--- src/hw/rtl/frn_pkg.sv ---
`timescale 1ns / 1ps
// Shared types, widths and constants for the feature running normalizer.
// No dependencies; imported by every module of the block.
package frn_pkg;

  localparam int NUM_FEATURES_DEF = 13;

  localparam int COEFF_W  = 20;   // Q10.10 input
  localparam int MEAN_W   = 24;   // Q14.10 mean and smoothed state
  localparam int VAR_W    = 48;   // Q28.20 variance
  localparam int WEIGHT_W = 16;   // Q0.16 weights
  localparam int OUT_W    = 16;   // Q6.10 result
  localparam int POS_W    = 4;
  localparam int FRAC_W   = 10;

  localparam int MAG_W  = 24;               // |x - mean|
  localparam int NUM_W  = MAG_W + FRAC_W;   // dividend
  localparam int ROOT_W = 25;               // floor(sqrt(var + 1))
  localparam int RAD_W  = 2 * ROOT_W;       // radicand, padded to an even width

  localparam logic [WEIGHT_W-1:0] STATS_WEIGHT_RST  = 16'd64225;
  localparam logic [WEIGHT_W-1:0] SMOOTH_WEIGHT_RST = 16'd55706;
  localparam logic [VAR_W-1:0]    VAR_ONE           = 48'd1048576;

  typedef enum logic {
    CFG_STATS_WEIGHT  = 1'b0,
    CFG_SMOOTH_WEIGHT = 1'b1
  } cfg_index_t;

  // Clamp a rounded Q.10 value to the 24-bit state range.
  function automatic logic signed [MEAN_W-1:0] sat_q24(input logic signed [26:0] v);
    if (v > 27'sd8388607) begin
      return 24'sh7FFFFF;
    end else if (v < -27'sd8388608) begin
      return 24'sh800000;
    end else begin
      return v[MEAN_W-1:0];
    end
  endfunction

endpackage

--- src/hw/rtl/frn_sqrt.sv ---
`timescale 1ns / 1ps
// Pipelined integer square root, one root bit per stage, with a sideband bus.
// Depends on frn_pkg for the default radicand width.
module frn_sqrt import frn_pkg::*; #(
  parameter int IN_W = RAD_W,
  parameter int SB_W = 1
) (
  input  logic                clk,
  input  logic                rst,
  input  logic                en,
  input  logic                in_valid,
  input  logic [IN_W-1:0]     radicand,
  input  logic [SB_W-1:0]     in_sb,
  output logic                out_valid,
  output logic [IN_W/2-1:0]   root,
  output logic [SB_W-1:0]     out_sb
);

  localparam int RW    = IN_W / 2;
  localparam int REM_W = RW + 3;

  logic [RW-1:0]    vld;
  logic [REM_W-1:0] rem      [RW];
  logic [RW-1:0]    rt       [RW];
  logic [IN_W-1:0]  rad      [RW];
  logic [SB_W-1:0]  sb       [RW];
  logic [REM_W-1:0] rem_in   [RW];
  logic [RW-1:0]    rt_in    [RW];
  logic [IN_W-1:0]  rad_in   [RW];
  logic [REM_W-1:0] rem_next [RW];
  logic [RW-1:0]    rt_next  [RW];
  logic [IN_W-1:0]  rad_next [RW];

  always_comb begin
    logic [REM_W-1:0] cur;
    logic [REM_W-1:0] trial;
    rem_in[0] = '0;
    rt_in[0]  = '0;
    rad_in[0] = radicand;
    for (int i = 1; i < RW; i++) begin
      rem_in[i] = rem[i-1];
      rt_in[i]  = rt[i-1];
      rad_in[i] = rad[i-1];
    end
    for (int i = 0; i < RW; i++) begin
      cur   = {rem_in[i][REM_W-3:0], rad_in[i][IN_W-1 -: 2]};
      trial = REM_W'({rt_in[i], 2'b01});
      if (cur >= trial) begin
        rem_next[i] = cur - trial;
        rt_next[i]  = {rt_in[i][RW-2:0], 1'b1};
      end else begin
        rem_next[i] = cur;
        rt_next[i]  = {rt_in[i][RW-2:0], 1'b0};
      end
      rad_next[i] = rad_in[i] << 2;
    end
  end

  always_ff @(posedge clk) begin
    if (rst) begin
      vld <= '0;
    end else if (en) begin
      vld <= {vld[RW-2:0], in_valid};
    end
  end

  always_ff @(posedge clk) begin
    if (en) begin
      sb[0] <= in_sb;
      for (int i = 1; i < RW; i++) begin
        sb[i] <= sb[i-1];
      end
      for (int i = 0; i < RW; i++) begin
        rem[i] <= rem_next[i];
        rt[i]  <= rt_next[i];
        rad[i] <= rad_next[i];
      end
    end
  end

  assign out_valid = vld[RW-1];
  assign root      = rt[RW-1];
  assign out_sb    = sb[RW-1];

endmodule

--- config.mk ---
export PLATFORM = sky130hd
export DESIGN_NAME = frn_sqrt
export DESIGN_NICKNAME = d
export VERILOG_FILES = /design/src/hw/rtl/frn_pkg.sv /design/src/hw/rtl/frn_sqrt.sv
export SDC_FILE = /design/constraint.sdc
export NUM_CORES = 2
export LEC_CHECK = 0
export BUFFER_PORTS_ARGS = -buffer_cell sky130_fd_sc_hd__buf_2
export CORE_MARGIN = 2
export CORE_UTILIZATION = 25
export CTS_CLUSTER_DIAMETER = 120
export DETAILED_ROUTE_END_ITERATION = 8
export SLEW_MARGIN = 0
export SYNTH_ARGS = -nofsm -noshare
export SYNTH_HDL_FRONTEND = slang
export SYNTH_SLANG_ARGS = --single-unit
--- constraint.sdc ---
create_clock -name clk -period 4.8 [get_ports clk]
set_input_delay 0.48 -clock clk [delete_from_list [all_inputs] [get_ports clk]]
set_output_delay 0.48 -clock clk [all_outputs]
set_load 0.02 [all_outputs]
==> results.toml <==
[grt]
grt-ovfl-total = 0
antenna_found_initial = 0
grt_usage_pct = 8.848
first_global_vias = 43190
grt_pass1_wl_um = 217600
grt_max_degree = 188

[worst_hold_path]
hp-start = "rst"
hp-class = "in2reg"

[finish]
synthToLayoutAreaGrowth_pct = 15.70
n_fill_cell = 28750
diodes = 0
drive_above_1_share_pct = 8.609
design_area_um2 = 83880
nNetsFinal = 6196
finish.utilization_pct = 29.09

[setup_path]
cp_num_buf_inv = 0
startpoint_type = "register"
path_delay_family = "compound AO/OA/AOI/OAI gates"
cp_cell_sequence = "ha_1 -> nor2b_1 -> o31ai_1 -> a31oi_1 -> a221o_1 -> a2111oi_0 -> o21bai_1 -> a2111oi_1 -> xor2_1"
cp_max_fo = 4
r2r-start = "rem[2][28]$_DFFE_PP_"
slowest_stage = "a2111oi_0"
crit_type = "reg2reg"
cp.arrival_ns = 4.44
slowest_delay_ns = 0.72
crit_required_ns = 5.30
worstSetupEndpointType = "register"
startpoint = "rem[2][28]$_DFFE_PP_"

[clock_tree]
numCtsBuffers = 181
cts_tree = "yes"
path_clk_slew_ns = 0.06
cts.sinks = 1564
clkLatencyLatePin_ns = 0.86
cts_max_level = 4
cts_resized = 0
cts_root_buf = "clkbuf_16"
cts.path.max_buffers = 4

[pwr]
power_leakage_nw = 31.31
p_per_area_nw_per_um2 = 457.4
vdd_drop_max_uv = 321.1

[logic_synthesis]
ys_types = 87
synth-edff-count = 1539
syn_area_per_cell_um2 = 13.04
netlist_top_cells_area = "edfxtp_1 (64%), ha_1 (6.1%), xnor2_1 (2.9%)"
syn_nets = 5965
synth_common_cells = "edfxtp_1 (1539), inv_1 (447), ha_1 (352)"
synth_top_area_share_pct = 63.75
syn_inst = 5558
seq_area_frac_synth_pct = 64.44
yosys_warnings = 0
synthFlopType = "edfxtp_1"
synth_area_leader_cell = "edfxtp_1"
syn_area_um2 = 72500
synth_most_common_cell = "edfxtp_1"
async_reset_ff_share_pct = 0
ys_seq_elements = 1564

[drt]
dr.pass1.iters = 6
drt-total-wl_um = 134300
wl_per_cell_um = 13.84
wl_met1_um = 55110
met2_length_um = 66770
met3_length_um = 5522
dr.max_layer_used = "met4"
drc = 0
drt_iter0_markers = 2513
vias = 42580
avgViaCountPerCell = 4.388
ant_nets = 0

[place]
hpwl_um = 94160
pre_cts_ws_ns = 0.9807
place.gp.congestion = 0.9060
postPlaceCellArea_um2 = 77530
portBuffers = 81

[sta]
grt_setup_unrepaired = "false"
skew_ns = 0.07862
fin_crit_sh_pct = 81.99
max_slew_margin_pct = 18.05
final-setup-viol-count = 0
fin_setup_tns_ns = 0
setup_ws_ns = 0.8644
fmax_mhz = 254.1
min_period_ns = 3.936
tightest_slew_ns = 1.198
drv_slew = 0
hold_viol = 0
hold_slack_ns = 0.1006

[floorplan]
dieWidth_um = 542.5
die_area_um2 = 294300
initial_utilization_pct = 25.14
io_pins = 82
core_area_um2 = 288400
row_count = 197
die_h_um = 542.5

[flow_run]
drv_cap = 0

[status]
outcome = "complete, no violations"
## final timing paths
path         slack (ns)                    end  cells past startpoint
max reg2reg        0.86   rem[2][78]$_DFFE_PP_                      9
max                0.86   rem[2][78]$_DFFE_PP_                      9
min reg2reg        0.38  rad[1][332]$_DFFE_PP_                      0
min                0.10    vld[7]$_SDFFE_PP0P_                      2
## power by group
group          total (W)  leakage, nW  internal, W  switching [W]
clock             0.0135         2.84      0.00806        0.00540
sequential        0.0180         15.0       0.0171       0.000932
combinational    0.00688         13.5      0.00298        0.00391
## state kept, by name (all words and copies together), names as in the netlist
signal,count
sb,25
vld,25
rt,325
rem,589
rad,600
## cells in the final DEF, fill, tap and decap left out, types with 131 or more instances in the layout
master and instances:
nand2_1 349, nor3_1 145, inv_1 447, nor2_1 339, a21o_1 131, xor2_1 232
a21oi_1 299, ha_1 352, clkbuf_16 183, edfxtp_1 1539, o21ai_0 254, xnor2_1 242
## routing by layer
| metal | GRT usage, % | vias to the layer above |
|---|---|---|
| li1 | - | 21120 |
| met1 | 9.856 | 20190 |
| met2 | 15.90 | 904 |
| met3 | 1.674 | 372 |
| met4 | 4.679 | 0 |
| met5 | 0 | - |
## per-stage QoR
stage / total power, W / std cells
after floorplan: 0.02308 / 5558
after global placement: 0.02488 / 9334
after detailed placement: 0.02509 / 9334
after CTS: 0.03886 / 9705
after global routing: 0.04039 / 9705
final: 0.03837 / 9705
## logic make-up after synthesis
logic type / after synthesis / synth area share [%]
compound gates: 1086 / 9.571
xor+xnor: 474 / 5.726
other cells: 1 / 0.005173
buf+inv: 577 / 3.146
simple gates: 1411 / 9.651
fa+ha+maj: 352 / 6.075
flops: 1564 / 64.44
mux: 93 / 1.389
## area by class of cell
cell class / instances / area (um2) / share of cell area (%)
clock buffer: 212 / 4688 / 5.589
clock inverter: 106 / 1126 / 1.343
inverter: 449 / 1685 / 2.009
multi-input combinational: 3417 / 23560 / 28.08
sequential: 1564 / 46710 / 55.69
tap: 3781 / 4731 / 5.640
timing repair buffer: 176 / 1379 / 1.644
## repair_timing
item / in CTS / in global routing
setup buffers: 0 / 0
hold buffers: 53 / 0
endpoints found under the setup margin: 0 / 0
hold endpoints to repair: 53 / 0
Power figures use the tool's default switching activity.
